<file path="src/sv/deq_pkg.sv">
package deq_pkg;

    // Operation codes carried in a request
    typedef enum logic [1:0] {
        OP_PUSH_FRONT = 2'd0,
        OP_PUSH_BACK  = 2'd1,
        OP_POP_FRONT  = 2'd2,
        OP_POP_BACK   = 2'd3
    } t_deq_op;

    // Status codes returned with each result
    typedef enum logic [1:0] {
        STS_DONE  = 2'd0,
        STS_EMPTY = 2'd1,
        STS_FULL  = 2'd2
    } t_deq_status;

    // Control sequencer states
    typedef enum logic {
        S_READY    = 1'b0,
        S_POP_READ = 1'b1
    } t_deq_state;

    // Input request
    typedef struct packed {
        t_deq_op            op;
        logic signed [31:0] value;
    } t_deq_req;

    // Result
    typedef struct packed {
        logic signed [31:0] popped_value;
        logic signed [31:0] front_value;
        logic signed [31:0] back_value;
        logic [4:0]         entries_held;
        logic [31:0]        total_removed;
        t_deq_status        status;
    } t_deq_res;

endpackage

</file>
<file path="src/sv/double_ended_queue.sv">
// Bounded double-ended queue of signed 32-bit values held in a ring RAM.
//
// Input channel: i_in_valid / o_in_stall with request i_in_req (op, value).
// Ops push or pop at either end. Output channel: o_out_valid / i_out_stall
// with result o_out_res (popped value, new front and back values, entry
// count, running pop count, status). Every request yields one result.
//
// Timing: a push, a rejected request, or a pop that empties the queue
// registers its result at acceptance. Any other pop reads the new end
// entry from the registered RAM read port, gives its result from the
// read state and stalls the input there, so no new request is taken
// until it is done. Pushes go one per cycle unless the receiver stalls.
// The front and back values are cached in registers so only a pop needs
// a RAM read; a push writes its slot at the acceptance edge.
//
// Reset (synchronous, active low) empties the queue and clears the pop
// count; RAM contents are not cleared. When the receiver stalls with a
// result pending, the input stalls too until that result is taken.
module double_ended_queue #(
    parameter int DEPTH = 16
) (
    input  logic              i_clk,
    input  logic              i_rst_n,
    input  logic              i_in_valid,
    output logic              o_in_stall,
    input  deq_pkg::t_deq_req i_in_req,
    output logic              o_out_valid,
    input  logic              i_out_stall,
    output deq_pkg::t_deq_res o_out_res
);

    import deq_pkg::*;

    localparam int AW = $clog2(DEPTH);
    localparam int CW = $clog2(DEPTH + 1);
    localparam logic [AW-1:0] LAST_IDX = AW'(DEPTH - 1);
    localparam logic [CW-1:0] FULL_CNT = CW'(DEPTH);

    function automatic logic [AW-1:0] ring_next(input logic [AW-1:0] idx);
        ring_next = (idx == LAST_IDX) ? '0 : idx + 1'b1;
    endfunction

    function automatic logic [AW-1:0] ring_prev(input logic [AW-1:0] idx);
        ring_prev = (idx == '0) ? LAST_IDX : idx - 1'b1;
    endfunction

    // Control and architectural state
    t_deq_state         r_state, n_state;
    logic [AW-1:0]      r_head, n_head;
    logic [AW-1:0]      r_tail, n_tail;
    logic [CW-1:0]      r_count, n_count;
    logic [31:0]        r_removed, n_removed;
    logic signed [31:0] r_front, n_front;
    logic signed [31:0] r_back, n_back;
    logic               r_out_valid, n_out_valid;

    // Payload registers
    t_deq_res           r_out, n_out;
    logic signed [31:0] r_pop_val, n_pop_val;
    logic               r_pop_back, n_pop_back;
    logic               r_one_left, n_one_left;

    // RAM port signals
    logic               wr_en;
    logic [AW-1:0]      wr_addr;
    logic [31:0]        wr_data;
    logic               rd_en;
    logic [AW-1:0]      rd_addr;
    logic [31:0]        rd_data;

    logic               in_acc;
    logic               ld_out;
    t_deq_res           res;

    deq_ram #(
        .WIDTH (32),
        .DEPTH (DEPTH)
    ) u_slots (
        .i_clk     (i_clk),
        .i_wr_en   (wr_en),
        .i_wr_addr (wr_addr),
        .i_wr_data (wr_data),
        .i_rd_en   (rd_en),
        .i_rd_addr (rd_addr),
        .o_rd_data (rd_data)
    );

    // Handshake
    assign o_in_stall  = (r_state == S_POP_READ) || (r_out_valid && i_out_stall);
    assign in_acc      = i_in_valid && !o_in_stall;
    assign o_out_valid = r_out_valid;
    assign o_out_res   = r_out;

    // Next state, RAM access and result forming
    always_comb begin
        n_state    = r_state;
        n_head     = r_head;
        n_tail     = r_tail;
        n_count    = r_count;
        n_removed  = r_removed;
        n_front    = r_front;
        n_back     = r_back;
        n_pop_val  = r_pop_val;
        n_pop_back = r_pop_back;
        n_one_left = r_one_left;
        wr_en      = 1'b0;
        wr_addr    = r_tail;
        wr_data    = i_in_req.value;
        rd_en      = 1'b0;
        rd_addr    = ring_next(r_head);
        ld_out     = 1'b0;
        res.popped_value = '0;
        res.status       = STS_DONE;

        case (r_state)
            S_READY: begin
                if (in_acc) begin
                    case (i_in_req.op)
                        OP_PUSH_FRONT, OP_PUSH_BACK: begin
                            ld_out = 1'b1;
                            if (r_count == FULL_CNT) begin
                                res.status = STS_FULL;
                            end else begin
                                wr_en   = 1'b1;
                                n_count = r_count + 1'b1;
                                if (i_in_req.op == OP_PUSH_FRONT) begin
                                    n_head  = ring_prev(r_head);
                                    wr_addr = ring_prev(r_head);
                                    n_front = i_in_req.value;
                                    if (r_count == '0) begin
                                        n_back = i_in_req.value;
                                    end
                                end else begin
                                    n_tail  = ring_next(r_tail);
                                    wr_addr = r_tail;
                                    n_back  = i_in_req.value;
                                    if (r_count == '0) begin
                                        n_front = i_in_req.value;
                                    end
                                end
                            end
                        end
                        OP_POP_FRONT, OP_POP_BACK: begin
                            if (r_count == '0) begin
                                ld_out     = 1'b1;
                                res.status = STS_EMPTY;
                            end else begin
                                n_count   = r_count - 1'b1;
                                n_removed = r_removed + 32'd1;
                                if (i_in_req.op == OP_POP_FRONT) begin
                                    n_head    = ring_next(r_head);
                                    n_pop_val = r_front;
                                    rd_addr   = ring_next(r_head);
                                end else begin
                                    n_tail    = ring_prev(r_tail);
                                    n_pop_val = r_back;
                                    rd_addr   = ring_prev(ring_prev(r_tail));
                                end
                                n_pop_back = (i_in_req.op == OP_POP_BACK);
                                n_one_left = (r_count == CW'(2));
                                if (r_count == CW'(1)) begin
                                    // last entry leaves: queue is empty
                                    ld_out           = 1'b1;
                                    res.popped_value = n_pop_val;
                                    n_front          = '0;
                                    n_back           = '0;
                                end else begin
                                    rd_en   = 1'b1;
                                    n_state = S_POP_READ;
                                end
                            end
                        end
                        default: begin
                        end
                    endcase
                end
            end
            S_POP_READ: begin
                // RAM returns the new end entry
                ld_out           = 1'b1;
                res.popped_value = r_pop_val;
                if (r_pop_back || r_one_left) begin
                    n_back = $signed(rd_data);
                end
                if (!r_pop_back || r_one_left) begin
                    n_front = $signed(rd_data);
                end
                n_state = S_READY;
            end
            default: begin
                n_state = S_READY;
            end
        endcase

        res.front_value   = n_front;
        res.back_value    = n_back;
        res.entries_held  = 5'(n_count);
        res.total_removed = n_removed;

        n_out_valid = ld_out || (r_out_valid && i_out_stall);
        n_out       = ld_out ? res : r_out;
    end

    // Control state with reset
    always_ff @(posedge i_clk) begin
        if (!i_rst_n) begin
            r_state     <= S_READY;
            r_head      <= '0;
            r_tail      <= '0;
            r_count     <= '0;
            r_removed   <= '0;
            r_front     <= '0;
            r_back      <= '0;
            r_out_valid <= 1'b0;
        end else begin
            r_state     <= n_state;
            r_head      <= n_head;
            r_tail      <= n_tail;
            r_count     <= n_count;
            r_removed   <= n_removed;
            r_front     <= n_front;
            r_back      <= n_back;
            r_out_valid <= n_out_valid;
        end
    end

    // Payload registers
    always_ff @(posedge i_clk) begin
        r_out      <= n_out;
        r_pop_val  <= n_pop_val;
        r_pop_back <= n_pop_back;
        r_one_left <= n_one_left;
    end

`ifndef SYNTHESIS
    a_count_bound: assert property (@(posedge i_clk) disable iff (!i_rst_n)
        r_count <= FULL_CNT)
        else $error("entry count above depth");

    a_empty_zero: assert property (@(posedge i_clk) disable iff (!i_rst_n)
        (r_count == '0) |-> (r_front == '0 && r_back == '0))
        else $error("cached ends not zero on empty queue");

    a_read_stalls: assert property (@(posedge i_clk) disable iff (!i_rst_n)
        (r_state == S_POP_READ) |-> (o_in_stall && r_count != '0 && !r_out_valid))
        else $error("pop read cycle without stall or with pending result");

    a_pop_counts: assert property (@(posedge i_clk) disable iff (!i_rst_n)
        (in_acc && i_in_req.op[1] && r_count != '0)
        |=> (r_removed == $past(r_removed) + 32'd1))
        else $error("removal count did not advance on pop");

    a_result_follows: assert property (@(posedge i_clk) disable iff (!i_rst_n)
        (r_state == S_POP_READ) |=> o_out_valid)
        else $error("pop read gave no result");
`endif

endmodule

</file>
<file path="src/sv/deq_ram.sv">
module deq_ram #(
    parameter int WIDTH = 32,
    parameter int DEPTH = 16
) (
    input  logic                     i_clk,
    input  logic                     i_wr_en,
    input  logic [$clog2(DEPTH)-1:0] i_wr_addr,
    input  logic [WIDTH-1:0]         i_wr_data,
    input  logic                     i_rd_en,
    input  logic [$clog2(DEPTH)-1:0] i_rd_addr,
    output logic [WIDTH-1:0]         o_rd_data
);

    logic [WIDTH-1:0] r_mem [DEPTH];
    logic [WIDTH-1:0] r_rd_data;

    // One write port, one registered read port
    always_ff @(posedge i_clk) begin
        if (i_wr_en) begin
            r_mem[i_wr_addr] <= i_wr_data;
        end
        if (i_rd_en) begin
            r_rd_data <= r_mem[i_rd_addr];
        end
    end

    assign o_rd_data = r_rd_data;

endmodule

</file>
<file path="config.mk">
export PLATFORM = sky130hd
export DESIGN_NAME = double_ended_queue
export DESIGN_NICKNAME = d
export VERILOG_FILES = /design/src/sv/deq_pkg.sv /design/src/sv/double_ended_queue.sv /design/src/sv/deq_ram.sv
export SDC_FILE = /design/constraint.sdc
export NUM_CORES = 1
export LEC_CHECK = 0
export BUFFER_PORTS_ARGS = -buffer_cell sky130_fd_sc_hd__buf_2
export CORE_MARGIN = 5
export CORE_UTILIZATION = 61
export CTS_BUF_LIST = sky130_fd_sc_hd__clkbuf_16
export DETAILED_ROUTE_END_ITERATION = 7
export HOLD_SLACK_MARGIN = 0.06
export PLACE_DENSITY = 0.82
export SYNTH_ARGS = -nofsm -noshare
export SYNTH_HDL_FRONTEND = slang
export SYNTH_SLANG_ARGS = --single-unit
</file>
<file path="constraint.sdc">
create_clock -name i_clk -period 5.3 [get_ports i_clk]
set_clock_uncertainty 0.05 [all_clocks]
set_input_delay 0 -clock i_clk [delete_from_list [all_inputs] [get_ports i_clk]]
set_output_delay 0 -clock i_clk [all_outputs]
set_load 0.02 [all_outputs]
</file>
; ---- Word-level counts from Yosys, hierarchy flattened
; Memory sizes are Yosys's and may differ from the RTL's. A register that Yosys moved wholly into a read port is not among the register bits.
; Cells that the tools add are included.
[word_totals]
reg_bits = 280
ram_bits = 512
input_bits = 38
out_inout_bits = 137
word_cells = 140
mem_count = 1
[memory_table]
columns = name, depth, width, rd, rd_ports_with_merged_regs, wr, line
row1 = u_slots.r_mem, 16, 32, 1, 1, 1, deq_ram.sv:14  ; logic [WIDTH-1:0] r_mem [DEPTH];
[classes]
addsub = 8
n_eq_ne = 14
mux = 78
n_bitwise = 3
n_reduce_logical = 19
[ops]
columns = op, n
row1 = 32-bit 2-to-1 mux, 23
row2 = 32-bit one-hot mux with 2 select lines, 5
row3 = 4-bit 2-to-1 mux, 23
row4 = "32-bit by 1-bit adder with 32-bit output, second input constant", 1
row5 = 5-bit 2-to-1 mux, 4
row6 = 4-bit one-hot mux with 2 select lines, 2
row7 = 1-bit 2-to-1 mux, 15
row8 = 4-bit zero test, 3
row9 = "2-bit != test, second input constant", 6
row10 = 6-bit AND reduction, 2
row11 = "4-bit by 1-bit subtractor with 4-bit output, second input constant", 3
row12 = 5-bit one-hot mux with 2 select lines, 1
row13 = "4-bit by 1-bit adder with 4-bit output, second input constant", 2
row14 = "4-bit equality test, second input constant", 2
row15 = 1-bit one-hot mux with 2 select lines, 3
row16 = 2-bit OR reduction, 3
row17 = "5-bit by 1-bit adder with 5-bit output, second input constant", 1
row18 = "5-bit by 1-bit equality test with 1-bit output, second input constant", 1
row19 = "5-bit by 2-bit equality test with 1-bit output, second input constant", 1
row20 = "5-bit equality test, second input constant", 1
row21 = 5-bit zero test, 1
row22 = "5-bit by 1-bit subtractor with 5-bit output, second input constant", 1
row23 = "2-bit equality test, second input constant", 2
row24 = 1-bit logical OR, 4
row25 = 8 further kinds, 12

; ---- Logic depth before layout (Yosys ltp)
; Gate-level depths: netlist of the first run.
[logic_depth]
word_depth = 9
depth_mapped = 14
ltp_nobuf = 10

; ---- Hierarchy
; A second synthesis of the first run with hierarchy kept.
[unflattened]
cells_unflattened = 1843
hier_area_um2 = 32541.2
[modules_own_cells]
columns = module, n_inst, cells_per_inst, area_each_um2, seq_area_each_um2
row1 = deq_ram, 1, 838, 20155.6, 16335.7
row2 = double_ended_queue, 1, 1005, 12385.6, 7297.0

; ---- Worst setup path before layout of the first run
; OpenSTA, ideal clock, no wires.
[synth_path]
kind = register -> register
start = register r_state
end = register r_out (netlist bit o_out_res[0]), enable pin
setup_time_ns = 0.488
arrival_time_ns = 3.773
path_slack_ns = 0.989
path_stages_with_launch = 7
cell_sequence = dfxtp_1 > clkbuf_1 > nor2b_1 > and2_1 > clkbuf_1 > a21oi_1 > inv_1
[synth_via]
elab_chain_len = 5
elab_cells_between_ends = 6
cone_classes = 2 x mux / 1 x bitwise / 3 x reduce/logical
[synth_lines]
columns = item, line
row1 = from (decl), double_ended_queue.sv:48  ; t_deq_state r_state, n_state;
row2 = from (signal assigned), double_ended_queue.sv:216  ; r_state <= n_state;
row3 = 1-bit logical OR, double_ended_queue.sv:89  ; assign o_in_stall = (r_state == S_POP_READ) || (r_out_valid && i_out_stall);
row4 = 1-bit zero test, double_ended_queue.sv:90  ; assign in_acc = i_in_valid && !o_in_stall;
row5 = 1-bit logical AND, double_ended_queue.sv:90
row6 = 1-bit 2-to-1 mux, double_ended_queue.sv:117  ; if (in_acc) begin
row7 = 1-bit one-hot mux with 2 select lines (*), double_ended_queue.sv:115  ; case (r_state)
row8 = named net ld_out, double_ended_queue.sv:72  ; logic ld_out;
row9 = to (signal assigned), double_ended_queue.sv:229  ; r_out <= n_out;
row10 = to (decl), double_ended_queue.sv:58  ; t_deq_res r_out, n_out;
; The timed path passes the listed nets; every way through them passes the cells marked *.
; A chain may end at the register's enable or synchronous reset.

; ---- Worst setup path after layout of the first run
[layout_path]
start = register r_count[0]
end = register u_slots.r_rd_data[15] (netlist: u_slots.o_rd_data[15]) (read register of u_slots.r_mem) (data pin)
[layout_via]
elab_chain_len = 6
elab_cells_between_ends = 11
cone_classes = 1 x eq/ne / 9 x mux / 1 x reduce/logical
[layout_lines]
columns = item, line
row1 = from (decl), double_ended_queue.sv:51  ; logic [CW-1:0] r_count, n_count;
row2 = from (signal assigned), double_ended_queue.sv:219  ; r_count <= n_count;
row3 = 5-bit by 1-bit equality test with 1-bit output, double_ended_queue.sv:161  ; if (r_count == CW'(1)) begin
row4 = 1-bit 2-to-1 mux, double_ended_queue.sv:161
row5 = 1-bit 2-to-1 mux, double_ended_queue.sv:144  ; if (r_count == '0) begin
row6 = 1-bit 2-to-1 mux, double_ended_queue.sv:118  ; case (i_in_req.op)
row7 = 1-bit 2-to-1 mux, double_ended_queue.sv:117
row8 = 1-bit 2-to-1 mux, double_ended_queue.sv:115
row9 = to (decl), deq_ram.sv:15  ; logic [WIDTH-1:0] r_rd_data;
; Parallel ways exist; a longest one is shown, timed or not.

==> flow_summary.yaml, run 1 <==
logic_synthesis:
  synth-seq-cells: 824
  synth_compound_area_share_pct: 10.76
  ys_async_sr_fraction_pct: 0
  synthMuxAreaShare_pct: 5.291
  synth_area_leaders: "edfxtp_1 (65%), dfxtp_1 (6.8%), mux2i_1 (4.1%)"
  synth_top_area_cell: "edfxtp_1"
  synth-seq-area-share_pct: 71.89
  synthCells: 2310
  synth_top_area_share_pct: 65.13
  synth_nets: 2360
  yosys.area_share.xor_xnor_pct: 1.092
  synthAdderAreaFrac_pct: 0.4568
  yosysWarningCount: 0
  synthSimpleGateAreaFrac_pct: 7.826
  synth-edff-count: 713
  synth_area_per_cell_um2: 14.23
  synthDistinctLibCells: 55
  synthFlopType: "edfxtp_1"
  netlist_area_um2: 32870
  synth_top_family_by_area: "compound AO/OA/AOI/OAI gates"
detailed_routing:
  via_per_inst: 6.644
  drt_iter0_drc: 3366
  drt_wl_total_um: 84250
  post-route-drc-count: 0
  routedWlPerCell_um: 25.95
  via_count: 21570
  drtPass1Iterations: 6
  ant_nets: 0
placement:
  dp_hpwl_um: 46950
  port-buffer-count: 174
  dp_cells: 3067
  gp_congestion: 0.8459
  post-place-ws_ns: 1.179
timing:
  max_slew_margin_pct: 25.29
  hold_viol_final: 0
  finalCritPeriodShare_pct: 79.56
  period_minus_slack_ns: 4.217
  worst_slack_ns: 1.083
  setup_viol: 0
  rsz0062_at_grt: "no"
  fmaxAchievable_ghz: 0.2371
  worst_pin_slew_ns: 1.118
  maxSlewViolCount: 0
  tns_ns: 0
pwr:
  finalPower_mw: 19.24
  power_density_nw_per_um2: 514.3
  p_leak_nw: 13.93
  vdd_drop_max_uv: 352.1
worst_setup_path:
  worstPathMaxFanout: 40
  cp_slowest_cell: "or4_1"
  cp.required_ns: 5.60
  cp_cell_sequence: "inv_1 > ha_1 > or4b_4 > nand4_2 > clkinv_1 > buf_4 > nand3_1 > o22a_1 > nand2_1 > buf_4 > a221oi_1 > or4_1"
  critPathKind: "register to register"
  arrival_ns: 4.52
  cp_common_cell: "buf_4"
  end_kind: "register"
  worst_setup_path_start_kind: "register"
  crit_buf_inv: 4
  critPathMaxStageDelay_ns: 0.54
  critPathTopFamily: "simple AND/OR/NAND/NOR gates"
layout:
  areaGrowthSynthToFinish_pct: 13.81
  drive_above_1_share_pct: 16.35
  most-common-layout-cells: "edfxtp_1 (713), nand2_1 (302), a21oi_1 (265), buf_2 (174), mux2i_1 (133)"
  final_common_cell: "edfxtp_1"
  final_cells: 3247
  finalNetCount: 2540
floorplanning:
  ios: 175
  dieArea_um2: 58630
  rows: 85
  die-height_um: 242.1
  die_w_um: 242.1
  start_util_pct: 61.33
  core_um2: 53600
outcome:
  status: "completed"
global_routing:
  antenna_found_initial: 2
  grt_max_degree: 129
  grt_pass1_vias: 21460
  grt_pass1_wl_um: 127200
  gr-usage-all-layers_pct: 27.89
  grt_overflow_total: 0
clock_network:
  cts_root_buf: "clkbuf_16"
  cts.path.max_buffers: 3
  cts_buffers: 79
  clkTransAtPathRegs_ns: 0.07
  tritoncts: "built"
  post_cts_buffers: 0
  cts_max_level: 3
  clock_latency_ns: 0.63
  cts.sinks: 824
  ctsResizeCount: 0
hold_path:
  hp-class: "input port to register"
run:
  drv_cap: 0
## Yosys cell counts (7+ instances only)
cell and number:
xnor2_1 25, a22o_1 32, nor2_1 45, nand2_1 303, mux2_2 34, inv_1 14, and3_1 9, nor3_1 8
buf_2 39, buf_6 23, mux2i_1 134, xor2_1 16, and2_1 106, o22ai_1 67, edfxtp_1 713, ha_1 12
buf_1 7, o21ai_0 12, clkbuf_1 90, or4_1 32, a221oi_1 130, nand3_1 14, dfxtp_1 111, a21oi_1 266
nand4_1 7, a21oi_2 10
## routing by layer
layer	global-route usage, %	part of all wire [%]	vias to the layer above
li1	-	-	9206
met1	38.05	36	10610
met2	45.64	49	1516
met4	10.69	3.5	0
met5	0	0	-
met3	4.898	12	241
## per-stage QoR
step	utilization (%)	cell area [µm²]	hold WS, ns
3_5_place_dp	64.21	34420	0.3656
3_3_place_gp	64.21	34420	0.3568
4_1_cts	69.79	37410	0.2633
5_1_grt	69.79	37410	0.3047
2_1_floorplan	-	32870	0.04887
6_report	69.79	37410	0.3005
## final timing paths
path                startpoint               endpoint  slack (ns)  cells past startpoint
setup / recovery    r_count[0]  u_slots.o_rd_data[15]        1.08                     12
hold / removal    i_in_req[14]  u_slots.r_mem[12][14]        0.30                      2
setup reg to reg    r_count[0]  u_slots.o_rd_data[15]        1.08                     12
hold reg to reg   r_pop_val[5]         o_out_res[108]        0.51                      1
## worst reg2reg max path: cells and delay by family, from the launching register on
kind                       cells  cell delay, ns
and+or+nand+nor                5            1.44
DFF                            1            0.43
AOI/OAI and AO/OA              2            0.43
buffers and inverters          4            1.32
adders and majority gates      1            0.30
## cells by family (layout without fill, tap and decap cells)
kind of cell / Yosys count / in the layout
DFF: 824 / 824
AOI/OAI and AO/OA: 545 / 545
and+or+nand+nor: 543 / 543
buffers and inverters: 176 / 416
muxes: 169 / 169
xor gates and xnor gates: 41 / 41
adders and majority gates: 12 / 12
other: 0 / 1
## layout make-up
type	instances	area (µm²)
antenna	1	2.502
clock buffer	80	2002
clock inverter	61	605.6
fill	3211	16190
inverter	17	66.31
multi-input combinational	1310	8546
sequential	824	23630
tap	696	870.8
timing repair buffer	258	1684
## power by group
group / switching [mW] / total [mW] / leakage [nW] / internal, mW
clock: 2.41 / 5.66 / 1.31 / 3.25
sequential: 0.388 / 8.50 / 7.47 / 8.11
combinational: 3.51 / 5.07 / 5.15 / 1.57
total: 6.30 / 19.2 / 13.9 / 12.9
## registers in the layout, summed over array words and instances (netlist names)
signal             flops
r_pop_back             1
r_tail                 4
r_count                5
r_pop_val             32
r_head                 4
o_out_valid            1
o_out_res            135
u_slots.r_mem        512
r_state                1
r_one_left             1
r_front               32
r_removed             32
r_back                32
u_slots.o_rd_data     32
## repair_timing
| action | in CTS | in global routing |
|---|---|---|
| endpoints found under the hold margin | 637 | 0 |
| setup endpoints to repair | 0 | 0 |
| hold buffers | 38 | 0 |
Power figures use the tool's default switching activity.
==> run 2, diff against run 1 <==
Settings changed: CORE_UTILIZATION 61 to 55, PLACE_DENSITY 0.82 to 0.78.
Clock period 5.3 ns to 3.4 ns, I/O delays scaled along.
==> run 2 against run 1 <==
Effect of this change:
- clock-buffer cell count unchanged
- critical path depth decreased by 1
- maximum frequency increased by 27%
- die area increased by 10%
- wire length increased by 1.1%
- clock power increased by 58%
- utilization decreased by 5.0 points
- sequential power increased by 55%
- register-to-register slack got worse by 1.0 ns
- global-route usage decreased by 2.5 points
- largest cell class unchanged
==> flow_summary.yaml, run 2 (synthesized netlist as in run 1, its figures left out) <==
clock_network:
  cts.path.max_buffers: 3
  cts_max_level: 3
  clkTransAtPathRegs_ns: 0.06
  cts_buffers: 78
  cts_root_buf: "clkbuf_16"
  cts.sinks: 824
  clock_latency_ns: 0.61
  tritoncts: "built"
detailed_routing:
  via_per_inst: 6.413
  routedWlPerCell_um: 25.33
  ant_nets: 0
  drtPass1Iterations: 6
  via_count: 21560
  drt_wl_total_um: 85160
  drt_iter0_drc: 2472
  post-route-drc-count: 0
pwr:
  power_density_nw_per_um2: 799.9
  seq_power_share_pct: 43.2
  power_switching_mw: 9.929
  vdd_drop_max_uv: 698.4
  p_int_mw: 20.70
  sw_frac_of_total_pct: 32.42
  p_clk_share_pct: 29.3
  p_leak_nw: 14.26
  combPwrFrac_pct: 27.5
worst_setup_path:
  end_kind: "register"
  critPathMaxStageDelay_ns: 0.54
  cp_slowest_cell: "or4_1"
  cp_cell_sequence: "inv_2 > ha_4 > or4b_4 > nand4_4 > buf_4 > o21ai_1 > and2_4 > buf_12 > a21oi_1 > a221oi_1 > or4_1"
  worst_setup_path_start_kind: "register"
  critPathTopFamily: "simple AND/OR/NAND/NOR gates"
  worstPathMaxFanout: 53
  critPathKind: "register to register"
  r2r_cells: 11
  crit_cells: 11
  crit_buf_inv: 3
  arrival_ns: 3.64
  cp.required_ns: 3.71
placement:
  dp_hpwl_um: 48380
  gp_congestion: 0.8462
  port-buffer-count: 174
layout:
  drive_above_1_share_pct: 17.97
  final_core_util_pct: 64.75
  final_common_cell: "edfxtp_1"
  largest_reg_flops: 512
  most-common-layout-cells: "edfxtp_1 (713), nand2_1 (301), a21oi_1 (258), buf_2 (174), mux2i_1 (133)"
  areaGrowthSynthToFinish_pct: 16.48
  finalNetCount: 2574
  n_fill_cell: 3925
  regMostFlops: "u_slots.r_mem"
hold_path:
  min_delay_path_depth: 2
  hp-class: "input port to register"
timing:
  period_minus_slack_ns: 3.330
  setup_viol: 0
  finalCritPeriodShare_pct: 97.94
  tns_ns: 0
  fmaxAchievable_ghz: 0.3003
  hold_slack_ns: 0.2868
  hold_viol_final: 0
  max_slew_margin_pct: 31.07
  worst_pin_slew_ns: 1.034
  maxSlewViolCount: 0
  rsz0062_at_grt: "yes"
floorplanning:
  rows: 89
  die-height_um: 254.5
  ios: 175
  die_w_um: 254.5
  core_um2: 59130
  start_util_pct: 55.59
  dieArea_um2: 64760
run:
  drv_cap: 0
global_routing:
  grt_pass1_vias: 21160
  grt_max_degree: 136
  gr-usage-all-layers_pct: 25.36
  grt_overflow_total: 0
  antenna_found_initial: 1
  grt_pass1_wl_um: 126400
outcome:
  status: "completed"
run 2: metrics by stage:
| stage | power, mW | setup WS, ns | cells | area [µm²] |
|---|---|---|---|---|
| 3_5_place_dp | 21.46 | 0.05725 | 3172 | 35100 |
| 6_report | 30.63 | 0.06991 | 3362 | 38290 |
| 2_1_floorplan | 18.78 | -0.08611 | 2310 | 32950 |
| 5_1_grt | 31.77 | -0.03372 | 3361 | 38290 |
| 4_1_cts | 30.45 | 0.02354 | 3355 | 38170 |
| 3_3_place_gp | 21.09 | 0.1463 | 3172 | 35100 |
run 2: worst reg2reg max path: stages (launching register included):
cell	delay [ns]
dfxtp_2	0.34
inv_2	0.11
ha_4	0.20
or4b_4	0.50
nand4_4	0.16
buf_4	0.15
o21ai_1	0.11
and2_4	0.28
buf_12	0.22
a21oi_1	0.28
a221oi_1	0.14
or4_1	0.54
run 2: path summary, 6_finish.rpt:
kind	from	to	slack, ns
max	r_count[1]	u_slots.o_rd_data[23]	0.07
max reg2reg	r_count[1]	u_slots.o_rd_data[23]	0.07
min reg2reg	r_pop_val[18]	o_out_res[121]	0.50
min	i_in_req[14]	u_slots.r_mem[15][14]	0.29
run 2: power groups by stage:
stage,Clock (mW),Sequential [mW],Combinational (mW)
after floorplan,0,14.1,4.66
after global placement,0,13.3,7.76
after detailed placement,0,13.4,8.05
after CTS,9.04,13.2,8.19
after global routing,9.47,13.3,8.98
final,8.97,13.2,8.42
run 2: timing repair:
item / 4_1_cts / 5_1_grt
hold endpoints to repair: 634 / 0
pin swaps: 0 / 1
gates cloned: 0 / 1
resized for setup: 1 / 10
hold buffers: 39 / 0
setup endpoints to repair: 1 / 26
setup buffers: 0 / 5
run 2: layout make-up:
cell class	count	area (µm²)	share of cell area, %
multi-input cells	1310	8625	22.53
clock buffers	80	2002	5.229
repair buffers	293	2316	6.049
flip-flops and latches	824	23640	61.74
well taps	773	967.2	2.526
clock inverters	64	664.4	1.735
inverters	17	72.57	0.1895
diodes	1	2.502	0.006536
run 2: metal layers:
layer | vias to the layer above | wire, µm | global-route usage, %
met5 | - | 0 | 0
met4 | 0 | 2569 | 8.208
met3 | 210 | 9011 | 4.671
met2 | 1380 | 41600 | 42.09
met1 | 10700 | 31980 | 34.49
li1 | 9266 | - | -
